`config.mk`:
```
export PLATFORM = sky130hd
export DESIGN_NAME = sts_stat_mem
export DESIGN_NICKNAME = d
export VERILOG_FILES = /design/src/sv/sts_pkg.sv /design/src/sv/sts_stat_mem.sv
export SDC_FILE = /design/constraint.sdc
export NUM_CORES = 2
export LEC_CHECK = 0
export BUFFER_PORTS_ARGS = -buffer_cell sky130_fd_sc_hd__buf_2
export CORE_MARGIN = 2
export CORE_UTILIZATION = 42
export DETAILED_ROUTE_END_ITERATION = 8
export GPL_TIMING_DRIVEN = 0
export PLACE_DENSITY = 0.59
export SLEW_MARGIN = 20
export SYNTH_ARGS = -nofsm -noshare
export SYNTH_HDL_FRONTEND = slang
export SYNTH_SLANG_ARGS = --single-unit
```
`constraint.sdc`:
```
create_clock -name clk -period 1.5 [get_ports clk]
set_input_delay 0.225 -clock clk [delete_from_list [all_inputs] [get_ports clk]]
set_output_delay 0.225 -clock clk [all_outputs]
set_load 0.02 [all_outputs]
```
`src/sv/sts_pkg.sv`:
```
// ----------------------------------------------------------------------------
// sts_pkg
// Types, constants and codes shared by the scoped timing statistics table.
// ----------------------------------------------------------------------------
package sts_pkg;

    localparam int NUM_POINTS = 16;
    localparam int TIME_BITS  = 32;

    // Min/max words hold at least the 32 bits that leave the block.
    localparam int ST_BITS  = (TIME_BITS > 32) ? TIME_BITS : 32;
    localparam int IDX_BITS = (NUM_POINTS > 1) ? $clog2(NUM_POINTS) : 1;
    localparam int CNT_BITS = $clog2(NUM_POINTS + 1);

    typedef logic [TIME_BITS-1:0] tm_t;
    typedef logic [ST_BITS-1:0]   st_t;
    typedef logic [IDX_BITS-1:0]  idx_t;
    typedef logic [CNT_BITS-1:0]  cnt_t;

    localparam logic [7:0] DEPTH_MAX = 8'hFF;

    typedef enum logic [1:0] {
        CMD_BEGIN = 2'd0,
        CMD_END   = 2'd1,
        CMD_QUERY = 2'd2,
        CMD_RESET = 2'd3
    } cmd_t;

    typedef enum logic [1:0] {
        ST_OK        = 2'd0,
        ST_FULL      = 2'd1,
        ST_UNMATCHED = 2'd2,
        ST_MISSING   = 2'd3
    } status_t;

    typedef enum logic [1:0] {
        S_IDLE,
        S_LOOKUP,
        S_READ,
        S_MODIFY
    } state_t;

    typedef struct packed {
        tm_t         start;
        logic [7:0]  depth;
        logic [63:0] sum;
        logic [31:0] count;
        st_t         shortest;
        st_t         longest;
    } entry_t;

    localparam entry_t EMPTY_ENTRY = '{
        start:    '0,
        depth:    '0,
        sum:      '0,
        count:    '0,
        shortest: '1,
        longest:  '0
    };

    // Statistics memory control.
    typedef struct packed {
        logic rd;
        logic wr;
        logic clr_all;
        idx_t rd_addr;
        idx_t wr_addr;
    } mem_ctl_t;

    // Key store control and lookup result.
    typedef struct packed {
        logic sample;
        logic alloc;
    } key_ctl_t;

    typedef struct packed {
        logic hit;
        logic full;
        idx_t idx;
    } key_lookup_t;

endpackage

```
`src/sv/sts_stat_mem.sv`:
```
// ----------------------------------------------------------------------------
// sts_stat_mem
// Per-entry statistics memory with one read and one write port, registered
// read data and a valid bit per entry; an invalid entry reads as empty.
// ----------------------------------------------------------------------------
module sts_stat_mem
    import sts_pkg::*;
(
    input  logic     clk,
    input  logic     rst_n,
    input  mem_ctl_t ctl,
    input  entry_t   wr_data,
    output entry_t   rd_entry
);

    entry_t                 ram [NUM_POINTS];
    entry_t                 rd_data_reg;
    logic                   rd_valid_reg;
    logic [NUM_POINTS-1:0]  valid_reg;

    always_ff @(posedge clk)
    begin
        if (ctl.wr)
        begin
            ram[ctl.wr_addr] <= wr_data;
        end
        if (ctl.rd)
        begin
            rd_data_reg <= ram[ctl.rd_addr];
        end
    end

    always_ff @(posedge clk or negedge rst_n)
    begin
        if (!rst_n)
        begin
            valid_reg    <= '0;
            rd_valid_reg <= 1'b0;
        end
        else
        begin
            // Drop every entry back to empty statistics.
            if (ctl.clr_all)
            begin
                valid_reg <= '0;
            end
            else if (ctl.wr)
            begin
                valid_reg[ctl.wr_addr] <= 1'b1;
            end
            if (ctl.rd)
            begin
                rd_valid_reg <= valid_reg[ctl.rd_addr];
            end
        end
    end

    assign rd_entry = rd_valid_reg ? rd_data_reg : EMPTY_ENTRY;

endmodule

```
==> impl_metrics.tcl <==
set metrics [dict create \
    maxCapViolCount 0 \
    reg2regPathDepth 2 \
    finalWeightedCongestion 0.729 \
    min_to "rd_data_reg[141]" \
    fmax_ghz 0.399 \
    grtUsageTotal 0.227 \
    wl_per_cell_um 32.0 \
    first_pass_iters 5 \
    hold_start "ctl[10]" \
    hold_viol_final 51 \
    root_buffer "clkbuf_16" \
    syn_nets 5529 \
    worst-r2r-setup-slack_ns -0.16 \
    synth.distinct_cells 23 \
    rows 203 \
    rsz0062_at_grt "yes" \
    clock_sinks 3417 \
    io_buffers 407 \
    critPathMaxStageDelay_ns 0.48 \
    nets 6930 \
    hold_class "in -> reg" \
    power.density_nw_per_um2 1300 \
    met3_length_um 23900 \
    leakagePower_nw 52.7 \
    final_antenna_net_count 0 \
    r2r-start "ram[14][129]" \
    cp.required_ns 1.27 \
    crit_family "buffers and inverters" \
    met1_length_um 143000 \
    cp_slowest_cell "dfrtp_2" \
    violations "negative hold slack, negative setup slack" \
    antenna_found_initial 77 \
    path_cells "clkbuf_8 > clkbuf_16 > buf_16 > and2_4 > buf_6" \
    vias_per_cell 5.66 \
    period_share 1.67 \
    max_slew_margin 0.315 \
    irDropWorstVdd_mv 0.935 \
    finalSetupViolCount 492 \
    maxSlewViolCount 0 \
    worst_slack_ns -1.01 \
    die_x_um 557 \
    design_area_um2 161000 \
    path_max_fanout 6 \
    num_io_pins 413 \
    synth_area_um2 129000 \
    die_area_um2 311000 \
    r2r_end "rd_data_reg[129]" \
    largest_reg_flops 3200 \
    h-tree-depth 5 \
    num_vias 62900 \
    initial_utilization 0.421 \
    area_growth_pct 25.1 \
    coreArea_um2 305000 \
    synth_area_per_cell_um2 24.2 \
    yosys_warnings 0 \
    path_clk_slew_ns 0.06 \
    drt_wl_total_um 356000 \
    outcome "finished, violations left" \
    num-fill-cells 23500 \
    critical_path.endpoint_type "output port" \
    cp.arrival_ns 2.28 \
    ctsHoldBuffers 211 \
    min_period_ns 2.51 \
    die_y_um 557 \
    cts_buffers 354 \
    final_layout_size_suffix_gt1_frac 0.411 \
    clock_latency_ns 0.91 \
    synthCells 5316 \
    cp-start-kind "flop" \
    holdWs_ns -0.206 \
    worstHoldPathCells 1 \
    dr_wl_met2_um 180000 \
    critPathKind "reg -> out" \
    grt_pass1_wl_um 492000 \
    grt.overflow.total 0 \
    grt_pass1_vias 64300 \
    drt-initial-drc-count 7499 \
    pre_cts_slack_ns -2.34 \
    worst_slew_pin_slew_ns 1.03 \
    skew_ns 0.0417 \
    synth.ff_latch_count 3417 \
    post-dp-hpwl_um 232000 \
    grt_max_degree 56 \
    critPathBufInv 4 \
    drc_errors 0 \
    clk_path_buf_depth 4 \
    dpl_cell_area_um2 142000 \
    yosysSeqAreaShare 0.797 \
    cts_tree "done" \
    top_layer "met5" \
]
## report_power, final
part,internal (W),switching (W)
sequential,0.107,0.000558
combinational,0.00697,0.00853
clock,0.0495,0.0358
total,0.164,0.0449
## layer usage
layer	GRT usage	up-vias
met5	0	-
met4	0.0594	36
met3	0.0354	544
met2	0.382	2476
met1	0.309	34300
li1	-	25500
## worst register-to-register path, stage by stage (launching register included)
cell and delay, ns:
edfxtp_1 0.36, mux4_2 0.49, mux4_2 0.54
## kinds of logic (layout without fill, tap and decap cells)
kind of cell	Yosys count	count (layout)	share of synthesized area
compound gates	203	203	0.0103
buf+inv	288	1969	0.0104
flops	3417	3417	0.797
mux	963	963	0.163
other cells	0	27	0
simple gates	445	445	0.0190
## cell usage in the layout, fill, tap and decap left out, types with 77 or more instances in the layout
master | netlist | routed
buf_2 | 80 | 272
nand2_1 | 87 | 86
and2_4 | 0 | 188
mux4_2 | 903 | 903
buf_4 | 11 | 152
clkbuf_16 | 0 | 391
buf_12 | 0 | 138
dlygate4sd3_1 | 0 | 207
buf_6 | 16 | 213
clkbuf_1 | 162 | 92
edfxtp_1 | 3400 | 3400
clkinv_1 | 0 | 88
clkbuf_2 | 0 | 77
buf_16 | 0 | 111
## cell usage after synthesis
cell type | n | area share
a21oi_1 | 58 | 0.0023
nor2b_1 | 43 | 0.0021
dfrtp_1 | 17 | 0.0033
mux4_2 | 903 | 0.16
nand2b_1 | 34 | 0.0017
buf_1 | 18 | 0.00053
nand2_1 | 87 | 0.0025
mux2i_1 | 60 | 0.0047
a2111oi_0 | 1 | 0.000068
or3b_2 | 1 | 0.000068
nor2_1 | 46 | 0.0013
a211oi_1 | 102 | 0.0060
and2_1 | 226 | 0.011
buf_6 | 16 | 0.0014
buf_4 | 11 | 0.00064
edfxtp_1 | 3400 | 0.79
nand3_1 | 1 | 0.000039
buf_2 | 80 | 0.0031
clkbuf_1 | 162 | 0.0047
inv_1 | 1 | 0.000029
nor3_1 | 5 | 0.00019
nand3b_1 | 2 | 0.00012
a31oi_1 | 42 | 0.0020
## through the flow
step | std cells | total power (W) | utilization | TNS (ns) | hold slack (ns)
final | 11100 | 0.209 | 0.527 | -194.28 | -0.206
after global routing | 11100 | 0.215 | 0.527 | -208.17 | -0.205
after CTS | 11000 | 0.210 | 0.522 | -202.67 | -0.246
after detailed placement | 10100 | 0.123 | 0.464 | -3072.91 | 0.172
after global placement | 9823 | 0.122 | 0.445 | - | 0.150
after floorplan | 5316 | 0.116 | - | -9759.66 | -0.0706
## worst max-delay path by stage
stage / startpoint / end / cells past startpoint
after floorplan: ctl[2] / ram[0][0] / 2
after global placement: ctl[2] / ram[8][125] / 3
after detailed placement: ctl[5] / rd_data_reg[182] / 7
after CTS: rd_valid_reg / rd_entry[138] / 5
after global routing: rd_valid_reg / rd_entry[108] / 5
final: rd_valid_reg / rd_entry[108] / 5
## final cells by class
class / instances / area (µm²) / share of cell area
diodes: 27 / 67.6 / 0.000420
plain buffers: 286 / 2350 / 0.0146
clock buffers: 434 / 9410 / 0.0585
clock inverters: 202 / 1720 / 0.0107
inverters: 1 / 3.75 / 0.0000233
multi-input cells: 1611 / 26700 / 0.166
flip-flops and latches: 3417 / 103000 / 0.637
well taps: 4100 / 5130 / 0.0319
repair buffers: 1046 / 13000 / 0.0806
## what timing repair did
item / in CTS / in global routing
pin swaps: 149 / 34
endpoints found under the setup margin: 1422 / 741
hold endpoints to repair: 3339 / 51
buffers inserted: 72 / 65
resized for setup: 1030 / 277
gates cloned: 8 / 9
No activity file was read; power rests on OpenSTA's default activity.
