<file path="src/sv/sts_pkg.sv">
// ----------------------------------------------------------------------------
// sts_pkg
// Types, constants and codes shared by the scoped timing statistics table.
// ----------------------------------------------------------------------------
package sts_pkg;

    localparam int NUM_POINTS = 16;
    localparam int TIME_BITS  = 32;

    // Min/max words hold at least the 32 bits that leave the block.
    localparam int ST_BITS  = (TIME_BITS > 32) ? TIME_BITS : 32;
    localparam int IDX_BITS = (NUM_POINTS > 1) ? $clog2(NUM_POINTS) : 1;
    localparam int CNT_BITS = $clog2(NUM_POINTS + 1);

    typedef logic [TIME_BITS-1:0] tm_t;
    typedef logic [ST_BITS-1:0]   st_t;
    typedef logic [IDX_BITS-1:0]  idx_t;
    typedef logic [CNT_BITS-1:0]  cnt_t;

    localparam logic [7:0] DEPTH_MAX = 8'hFF;

    typedef enum logic [1:0] {
        CMD_BEGIN = 2'd0,
        CMD_END   = 2'd1,
        CMD_QUERY = 2'd2,
        CMD_RESET = 2'd3
    } cmd_t;

    typedef enum logic [1:0] {
        ST_OK        = 2'd0,
        ST_FULL      = 2'd1,
        ST_UNMATCHED = 2'd2,
        ST_MISSING   = 2'd3
    } status_t;

    typedef enum logic [1:0] {
        S_IDLE,
        S_LOOKUP,
        S_READ,
        S_MODIFY
    } state_t;

    typedef struct packed {
        tm_t         start;
        logic [7:0]  depth;
        logic [63:0] sum;
        logic [31:0] count;
        st_t         shortest;
        st_t         longest;
    } entry_t;

    localparam entry_t EMPTY_ENTRY = '{
        start:    '0,
        depth:    '0,
        sum:      '0,
        count:    '0,
        shortest: '1,
        longest:  '0
    };

    // Statistics memory control.
    typedef struct packed {
        logic rd;
        logic wr;
        logic clr_all;
        idx_t rd_addr;
        idx_t wr_addr;
    } mem_ctl_t;

    // Key store control and lookup result.
    typedef struct packed {
        logic sample;
        logic alloc;
    } key_ctl_t;

    typedef struct packed {
        logic hit;
        logic full;
        idx_t idx;
    } key_lookup_t;

endpackage

</file>
<file path="src/sv/sts_keys.sv">
// ----------------------------------------------------------------------------
// sts_keys
// Tag store with fill count: registered match of a request tag against all
// allocated entries, first-match encode and in-order allocation.
// ----------------------------------------------------------------------------
module sts_keys
    import sts_pkg::*;
(
    input  logic        clk,
    input  logic        rst_n,
    input  key_ctl_t    ctl,
    input  logic [15:0] sample_key,
    input  logic [15:0] alloc_key,
    output key_lookup_t lookup
);

    logic [15:0]           key_store [NUM_POINTS];
    logic [NUM_POINTS-1:0] match_reg;
    cnt_t                  used_reg;
    logic                  hit;
    idx_t                  hit_idx;

    always_ff @(posedge clk)
    begin
        if (ctl.alloc)
        begin
            key_store[used_reg[IDX_BITS-1:0]] <= alloc_key;
        end
    end

    always_ff @(posedge clk or negedge rst_n)
    begin
        if (!rst_n)
        begin
            used_reg  <= '0;
            match_reg <= '0;
        end
        else
        begin
            if (ctl.alloc)
            begin
                used_reg <= used_reg + cnt_t'(1);
            end
            if (ctl.sample)
            begin
                for (int i = 0; i < NUM_POINTS; i++)
                begin
                    match_reg[i] <= (cnt_t'(i) < used_reg) && (key_store[i] == sample_key);
                end
            end
        end
    end

    // Take the lowest matching entry; tags are unique anyway.
    always_comb
    begin
        hit     = 1'b0;
        hit_idx = '0;
        for (int i = NUM_POINTS - 1; i >= 0; i--)
        begin
            if (match_reg[i])
            begin
                hit     = 1'b1;
                hit_idx = idx_t'(i);
            end
        end
    end

    assign lookup.hit  = hit;
    assign lookup.full = (used_reg == cnt_t'(NUM_POINTS));
    assign lookup.idx  = hit ? hit_idx : used_reg[IDX_BITS-1:0];

endmodule
</file>
<file path="config.mk">
export PLATFORM = sky130hd
export DESIGN_NAME = sts_keys
export DESIGN_NICKNAME = d
export VERILOG_FILES = /design/src/sv/sts_pkg.sv /design/src/sv/sts_keys.sv
export SDC_FILE = /design/constraint.sdc
export NUM_CORES = 1
export LEC_CHECK = 0
export BUFFER_PORTS_ARGS = -buffer_cell sky130_fd_sc_hd__buf_2
export CORE_MARGIN = 4
export CORE_UTILIZATION = 50
export DETAILED_ROUTE_END_ITERATION = 8
export GPL_ROUTABILITY_DRIVEN = 0
export PLACE_DENSITY = 0.66
export SYNTH_ARGS = -nofsm -noshare
export SYNTH_HDL_FRONTEND = slang
export SYNTH_SLANG_ARGS = --single-unit
</file>
<file path="constraint.sdc">
create_clock -name clk -period 2.75 [get_ports clk]
set_clock_uncertainty 0.1 [all_clocks]
set_input_delay 0.275 -clock clk [delete_from_list [all_inputs] [get_ports clk]]
set_output_delay 0.275 -clock clk [all_outputs]
set_load 0.01 [all_outputs]
</file>
==> results.tsv, run 1 <==
metric	value	unit
status	complete, no violations	
DRT iter0 DRCs	843	
CTS tree	yes	
crit-path max FO	4	
register area	8210	um^2
slowest CP cell	dfrtp_1	
VDD IR max	0.000531	V
Top Usage Layer GRT	met2	
Hold Buf Count CTS	2	
Post-DP HPWL	18800	um
Buffers on Ports	41	
Crit. End Element	output pin	
Post-Layout Inst Area	13400	um^2
row cnt	56	
post-DR vias/cell	5.68	
startpoint class of the critical path	flop	
Clock Latency Late Sink	0.54	ns
fraction of layout cells with a size suffix above 1	0.137	
antenna-violating nets left	0	
Hold Path Depth	2	
io pins	42	
Final WS setup	0.176	ns
Final Non-Filler Cells	1187	
Setup Crit Path Kind	reg -> out	
pin count of the biggest net entering global routing	22	
max reg flops	256	
pwr/cell area	771	nW/um^2
met1 Track Usage GR	0.345	
number of hold violations in the final report	0	
Util after Layout	0.569	
worst hold path type	in -> reg	
Resize count post-CTS	0	
R2R cell count	5	
initial antenna violation count	0	
Clock Path Buffers	3	
Max H-tree Level	1	
Async SR Flop Fraction	0.0758	
vias	6743	
RSZ-0062 raised after global routing	false	
Setup Total Neg Slack	0	ns
Layout Nets	886	
Routed WL per cell	25.8	um
Post-synth EDFFs	256	
Placed Instances	1132	
synthesized area	12100	um^2
worst rel slew slack	0.503	
Cells after Synth	779	
Clk pin slew, worst setup/hold paths	0.06	ns
global-route wire length before repair	45100	um
Cell variety after synth	39	
die height	163	um
slew of the pin with the lowest slew margin	0.745	ns
footprint of the multi-input gates	3410	um^2
vias in the first global route	6802	
CP arrival	2.20	ns
Top FF cell, synth	edfxtp_1	
met3 GRT Util	0.0343	
leakage	4.52	nW
critical path cell sequence	nor4_1 -> and3_1 -> nand3_2 -> o2bb2ai_1 -> buf_2	
syn nets	819	
minimum clock period	2.57	ns
max-slew violation count	0	
flops & latches, synth	277	
Seq/Total Area, Yosys	0.681	
Final period util	0.936	
final WL	30700	um
Initial Utilization	0.510	
endpoints failing setup	0	
Crit path required time	2.38	ns
Residual DRC	0	
DIE AREA	26700	um^2
met2 Track Usage GR	0.371	
Synth Warn #	0	
Core Area	23600	um^2
DR pass1 iterations	4	
GRT Overall Usage	0.234	
grt ovf	0	
post-CTS setup buffers	0	
max-cap violation count	0	
Die Width	163	um
FMAX	0.389	GHz
Clock Sinks	277	
Layout fillers	1895	
clock buffer count from CTS	29	
Area Overhead vs Synth	11.5	%
clock root cell	clkbuf_16	
delay of the slowest critical-path stage	0.44	ns
Placed Area	12500	um^2
Syn Area/Cell	15.5	um^2
post-place setup slack	0.728	ns
[cells by family after synthesis]
| family | count (synthesis) | share of synthesized area |
|---|---|---|
| simple gates | 144 | 0.0635 |
| fa+ha+maj | 4 | 0.00415 |
| buf+inv | 50 | 0.0360 |
| xor+xnor | 260 | 0.189 |
| compound gates | 44 | 0.0260 |
| flops | 277 | 0.681 |
[metal layers]
metal / vias up / wire length, um
met3: 38 / 2090
li1: 2953 / -
met1: 3479 / 13500
met2: 273 / 14500
met5: - / 0
met4: 0 / 626
[critical path, delay by kind of cell (launching register included)]
kind	cells	cell delay, ns
simple gates	3	0.81
flops	1	0.44
buf+inv	1	0.17
compound gates	1	0.25
[where the power goes]
| group | switching [mW] | total, mW | internal (mW) |
|---|---|---|---|
| Sequential | 0.235 | 5.28 | 5.04 |
| Combinational | 0.917 | 1.40 | 0.481 |
| Clock | 1.53 | 3.67 | 2.15 |
| Total | 2.68 | 10.4 | 7.67 |
[cells in the final DEF (no fill, tap or decap), types with 12 or more instances in the layout]
cell,n
buf_2,41
buf_4,35
clkbuf_16,29
dfrtp_1,21
edfxtp_1,256
nand2_1,13
nand3_1,13
nand4_1,29
nor2_1,28
nor3_1,16
nor4_1,37
o21ai_0,12
xnor2_1,118
xor2_1,142
[area by class of cell]
class	count	area share
clock inverter	12	0.00587
inverter	8	0.00224
tap	319	0.0297
sequential	277	0.611
antenna	1	0.000186
timing repair buffer	78	0.0363
clock buffer	40	0.0608
multi-input combinational	452	0.254
[cell usage after synthesis (all sizes together) (5+ instances only)]
cell     instances  share of area
dfrtp           21          0.044
a21oi            7         0.0029
nor4            37          0.019
xor2           142           0.10
buf             39          0.032
o21ai           12         0.0050
xnor2          118          0.086
nor3            16         0.0066
o2bb2ai          6         0.0044
nor2            28         0.0087
edfxtp         256           0.64
nand4           29          0.015
inv              8         0.0025
a32o             5         0.0042
nand2           13         0.0040
nand3           14         0.0062
[worst paths after layout]
| check | slack, ns | start | end |
|---|---|---|---|
| setup reg to reg | 0.75 | used_reg[1] | key_store[12][4] |
| setup / recovery | 0.18 | match_reg[6] | lookup[1] |
| min in group asynchronous | 0.16 | rst_n | match_reg[14] |
| max in group asynchronous | 2.01 | rst_n | match_reg[10] |
| hold reg to reg | 0.45 | key_store[9][2] | match_reg[9] |
| hold / removal | 0.06 | ctl[1] | match_reg[11] |
[through the flow]
step,hold slack [ns],total power [mW]
finish,0.0583,10.4
global route,0.0558,10.7
CTS,0.0405,10.4
detailed placement,0.192,6.74
global placement,0.195,6.70
floorplan,-0.121,6.24
Note: power is estimated with default switching activity, not from simulation.
==> run 2, diff against run 1 <==
--- a/config.mk
+++ b/config.mk
@@ -10,7 +10,7 @@
 export CORE_UTILIZATION = 50
 export DETAILED_ROUTE_END_ITERATION = 8
 export GPL_ROUTABILITY_DRIVEN = 0
-export PLACE_DENSITY = 0.66
+export PLACE_DENSITY_LB_ADDON = 0.12
 export SYNTH_ARGS = -nofsm -noshare
 export SYNTH_HDL_FRONTEND = slang
 export SYNTH_SLANG_ARGS = --single-unit
==> run 2 against run 1 <==
Combinational power about the same. Register-to-register slack worse by 0.07 ns. Hold slack got worse by 0.015 ns. Routed wire length is 1.9% higher. Sequential power hardly changed. Die area unchanged. Non-clock buffer count is 3 higher.
==> results.tsv, run 2 (synthesis results as in run 1) <==
metric	value	unit
CTS tree	yes	
status	complete, no violations	
minimum clock period	2.56	ns
vias	6768	
ant diodes	0	
global-route wire length before repair	45500	um
internal power	7.93	mW
die height	163	um
GRT Overall Usage	0.237	
Core Area	23600	um^2
Clock Path Buffers	3	
delay of the slowest critical-path stage	0.50	ns
register area	8210	um^2
Sequential Power Share	0.494	
Layout Nets	889	
vias in the first global route	6896	
R2R cell count	5	
Total Power	10.7	mW
slowest CP cell	o311ai_0	
startpoint class of the critical path	flop	
RSZ-0062 raised after global routing	false	
footprint of the multi-input gates	3410	um^2
final WL	31300	um
post-DR vias/cell	5.68	
worst reg2reg path endpoint	key_store[12][12]	
Setup Crit Path Kind	reg -> out	
Routed WL per cell	26.3	um
Layout fillers	1879	
most frequent cells in the layout	edfxtp_1 (256), xor2_1 (142), xnor2_1 (118)	
Post-DP HPWL	19300	um
Initial Utilization	0.510	
most common cell after layout, fill and taps aside	edfxtp_1	
Final period util	0.929	
max-slew violation count	0	
Net Sw Frac	0.258	
Crit. End Element	output pin	
crit-path max FO	4	
sw power	2.75	mW
Hold Path Depth	2	
Die Width	163	um
DRT iter0 DRCs	631	
Clk pin slew, worst setup/hold paths	0.06	ns
grt ovf	0	
WHS Endpoint	match_reg[11]	
initial antenna violation count	1	
endpoints failing setup	0	
Placed Instances	1135	
Buffers on Ports	41	
worst hold path type	in -> reg	
FMAX	0.391	GHz
pwr/cell area	789	nW/um^2
io pins	42	
clock root cell	clkbuf_16	
Max H-tree Level	1	
slew of the pin with the lowest slew margin	0.702	ns
number of hold violations in the final report	0	
worst rel slew slack	0.528	
clock buffer count from CTS	29	
max-cap violation count	0	
Crit path required time	2.38	ns
Final Non-Filler Cells	1191	
Area Overhead vs Synth	12.3	%
Setup Total Neg Slack	0	ns
max reg flops	256	
pin count of the biggest net entering global routing	22	
R2R Setup Slk	0.68	ns
antenna-violating nets left	0	
Clock Sinks	277	
CP arrival	2.18	ns
DR pass1 iterations	5	
DIE AREA	26700	um^2
critical path cell sequence	o311ai_0 -> a211oi_1 -> o31ai_1 -> o2bb2ai_1 -> buf_2	
R2R Path Start	used_reg[0]	
Clock Latency Late Sink	0.55	ns
leakage	4.56	nW
row cnt	56	
VDD IR max	0.000518	V
Clk network pwr share	0.372	
fraction of layout cells with a size suffix above 1	0.142	
combinational group share of total power	0.134	
HP Start	ctl[1]	
Residual DRC	0	
-- run 2: layout make-up --
cell class | instances | share of cell area
sequential | 277 | 0.607
multi-input combinational | 452 | 0.252
clock buffer | 35 | 0.0553
timing repair buffer | 81 | 0.0377
tap | 319 | 0.0295
clock inverter | 19 | 0.0162
inverter | 8 | 0.00222
-- run 2: metrics by stage --
| stage | util | hold WS (ns) | cell area [um^2] | setup WS [ns] |
|---|---|---|---|---|
| CTS | 0.573 | 0.0256 | 13500 | 0.153 |
| detailed placement | 0.531 | 0.182 | 12500 | 0.699 |
| finish | 0.573 | 0.0431 | 13500 | 0.195 |
| global placement | 0.531 | 0.181 | 12500 | 0.700 |
| floorplan | - | -0.121 | 12100 | 0.617 |
| global route | 0.573 | 0.0522 | 13500 | 0.00818 |
-- run 2: power groups by stage --
stage	clock network, mW	registers (mW)	logic, mW
final	3.97	5.27	1.43
after global routing	4.22	5.30	1.54
after CTS	4.03	5.27	1.43
after detailed placement	0	5.35	1.42
after global placement	0	5.33	1.39
after floorplan	0	5.25	0.984
-- run 2: repair_timing --
item | in CTS | in global routing
buffers inserted | 0 | 0
endpoints found under the hold margin | 23 | 0
hold buffers | 2 | 0
resized for setup | 0 | 1
setup endpoints to repair | 0 | 1
-- run 2: worst max-delay path by stage --
stage | from | cells after the start | slack [ns] | end
6_report | match_reg[13] | 5 | 0.19 | lookup[1]
5_1_grt | match_reg[13] | 5 | 0.008 | lookup[1]
4_1_cts | match_reg[14] | 5 | 0.15 | lookup[0]
3_5_place_dp | sample_key[11] | 6 | 0.70 | match_reg[2]
3_3_place_gp | sample_key[9] | 5 | 0.70 | match_reg[8]
2_1_floorplan | used_reg[1] | 5 | 0.62 | key_store[12][0]
-- run 2: routing by layer --
metal	vias to the layer above	wire [um]	track usage	share of wire
li1	2961	-	-	-
met1	3462	14100	0.354	0.45
met2	297	14200	0.367	0.46
met3	48	2230	0.0394	0.071
met4	0	660	0.0576	0.021
met5	-	0	0	0
-- run 2: critical path: cells and delay by family (launching register included) --
family / cells / cell delay [ns]
flops: 1 / 0.42
buf+inv: 1 / 0.16
compound gates: 4 / 1.06
==> run 3, diff against run 2 <==
==> constraint.sdc (replaced) <==
create_clock -name clk -period 2.75 [get_ports clk]
set_clock_uncertainty 0.1 [all_clocks]
set_input_delay 0.1375 -clock clk [delete_from_list [all_inputs] [get_ports clk]]
set_output_delay 0.1375 -clock clk [all_outputs]
set_load 0.01 [all_outputs]
==> run 3 against run 2 <==
Register-to-register slack gained 0.06 ns. Clock power shrank 8.6%. Routed wire length grew 1.3%. Total power shrank 3.3%. Core utilization is essentially flat.
==> results.tsv, run 3 (synthesis results as in run 1) <==
metric	value	unit
row cnt	56	
CP arrival	2.39	ns
footprint of the multi-input gates	3410	um^2
Area Overhead vs Synth	12.2	%
Post-DP HPWL	19500	um
register area	8210	um^2
FMAX	0.381	GHz
clock buffer count from CTS	29	
Setup Total Neg Slack	0	ns
die height	163	um
vias	6802	
CTS tree	yes	
post-CTS setup buffers	0	
global-route wire length before repair	45900	um
VDD IR max	0.000542	V
internal power	7.63	mW
vias in the first global route	6829	
delay of the slowest critical-path stage	0.53	ns
DRT iter0 DRCs	674	
max reg flops	256	
DR pass1 iterations	5	
grt ovf	0	
Net Sw Frac	0.262	
Sequential Power Share	0.513	
slowest CP cell	nor4_1	
WP buf/inv	1	
Buffers on Ports	41	
Core Area	23600	um^2
worst rel slew slack	0.479	
sw power	2.71	mW
Routed WL per cell	26.6	um
endpoints failing setup	0	
Layout Nets	893	
critical path cell sequence	nor4_1 -> and3_1 -> nand3_2 -> o21ai_0 -> o22a_1 -> buf_2	
Clock Sinks	277	
Max H-tree Level	1	
max-cap violation count	0	
Total Power	10.3	mW
post-DR vias/cell	5.70	
antenna-violating nets left	0	
RSZ-0062 raised after global routing	false	
Resize count post-CTS	0	
Layout fillers	1864	
most frequent cells in the layout	edfxtp_1 (256), xor2_1 (142), xnor2_1 (118)	
crit-path max FO	4	
Hold Buf Count CTS	10	
status	complete, no violations	
Crit. End Element	output pin	
GRT Overall Usage	0.241	
clock root cell	clkbuf_16	
DIE AREA	26700	um^2
Residual DRC	0	
number of hold violations in the final report	0	
final WL	31700	um
combinational group share of total power	0.136	
startpoint class of the critical path	flop	
Crit path required time	2.51	ns
Clock Path Buffers	3	
Placed Instances	1131	
pwr/cell area	764	nW/um^2
leakage	4.55	nW
Setup Crit Path Kind	reg -> out	
io pins	42	
Die Width	163	um
Clk network pwr share	0.352	
Clock Latency Late Sink	0.55	ns
initial antenna violation count	0	
Initial Utilization	0.510	
fraction of layout cells with a size suffix above 1	0.134	
most common cell after layout, fill and taps aside	edfxtp_1	
ant diodes	0	
delay-heaviest family, CP	simple AND/OR/NAND/NOR gates	
pin count of the biggest net entering global routing	22	
slew of the pin with the lowest slew margin	0.774	ns
minimum clock period	2.62	ns
Clk pin slew, worst setup/hold paths	0.06	ns
worst hold path type	in -> reg	
Final Non-Filler Cells	1193	
Final period util	0.954	
max-slew violation count	0	
run 3: layout make-up:
cell class / instances / share of cell area
flip-flops and latches: 277 / 0.607
inverters: 8 / 0.00222
well taps: 319 / 0.0295
clock buffers: 39 / 0.0587
repair buffers: 85 / 0.0442
multi-input cells: 452 / 0.252
clock inverters: 13 / 0.00620
run 3: per-layer routing:
metal / GRT usage / routed length [um] / vias up
li1: - / - / 2964
met1: 0.357 / 14400 / 3574
met2: 0.387 / 14800 / 221
met3: 0.0343 / 1880 / 43
met4: 0.0488 / 589 / 0
met5: 0 / 0 / -
run 3: power groups by stage:
stage | registers [mW] | logic (mW) | clock network, mW
CTS | 5.29 | 1.40 | 3.69
finish | 5.30 | 1.40 | 3.63
global placement | 5.36 | 1.36 | 0
detailed placement | 5.38 | 1.38 | 0
global route | 5.33 | 1.51 | 3.88
floorplan | 5.25 | 0.984 | 0
run 3: through the flow:
step | util | worst slack [ns] | hold WS (ns) | instance area [um^2]
4_1_cts | 0.573 | 0.207 | 0.00759 | 13500
6_report | 0.573 | 0.126 | 0.00535 | 13500
3_5_place_dp | 0.531 | 0.754 | 0.0754 | 12500
3_3_place_gp | 0.531 | 0.767 | 0.0718 | 12500
5_1_grt | 0.573 | 0.0392 | 0.00315 | 13500
2_1_floorplan | - | 0.617 | -0.258 | 12100
run 3: final timing paths:
| path | startpoint | to | slack [ns] | cells past startpoint |
|---|---|---|---|---|
| hold reg to reg | match_reg[2] | match_reg[2] | 0.44 | 1 |
| min in group asynchronous | rst_n | match_reg[1] | 0.05 | 2 |
| setup / recovery | match_reg[7] | lookup[0] | 0.13 | 6 |
| hold / removal | alloc_key[10] | key_store[4][10] | 0.005 | 1 |
| max in group asynchronous | rst_n | match_reg[7] | 2.07 | 2 |
| setup reg to reg | used_reg[4] | match_reg[8] | 0.74 | 4 |
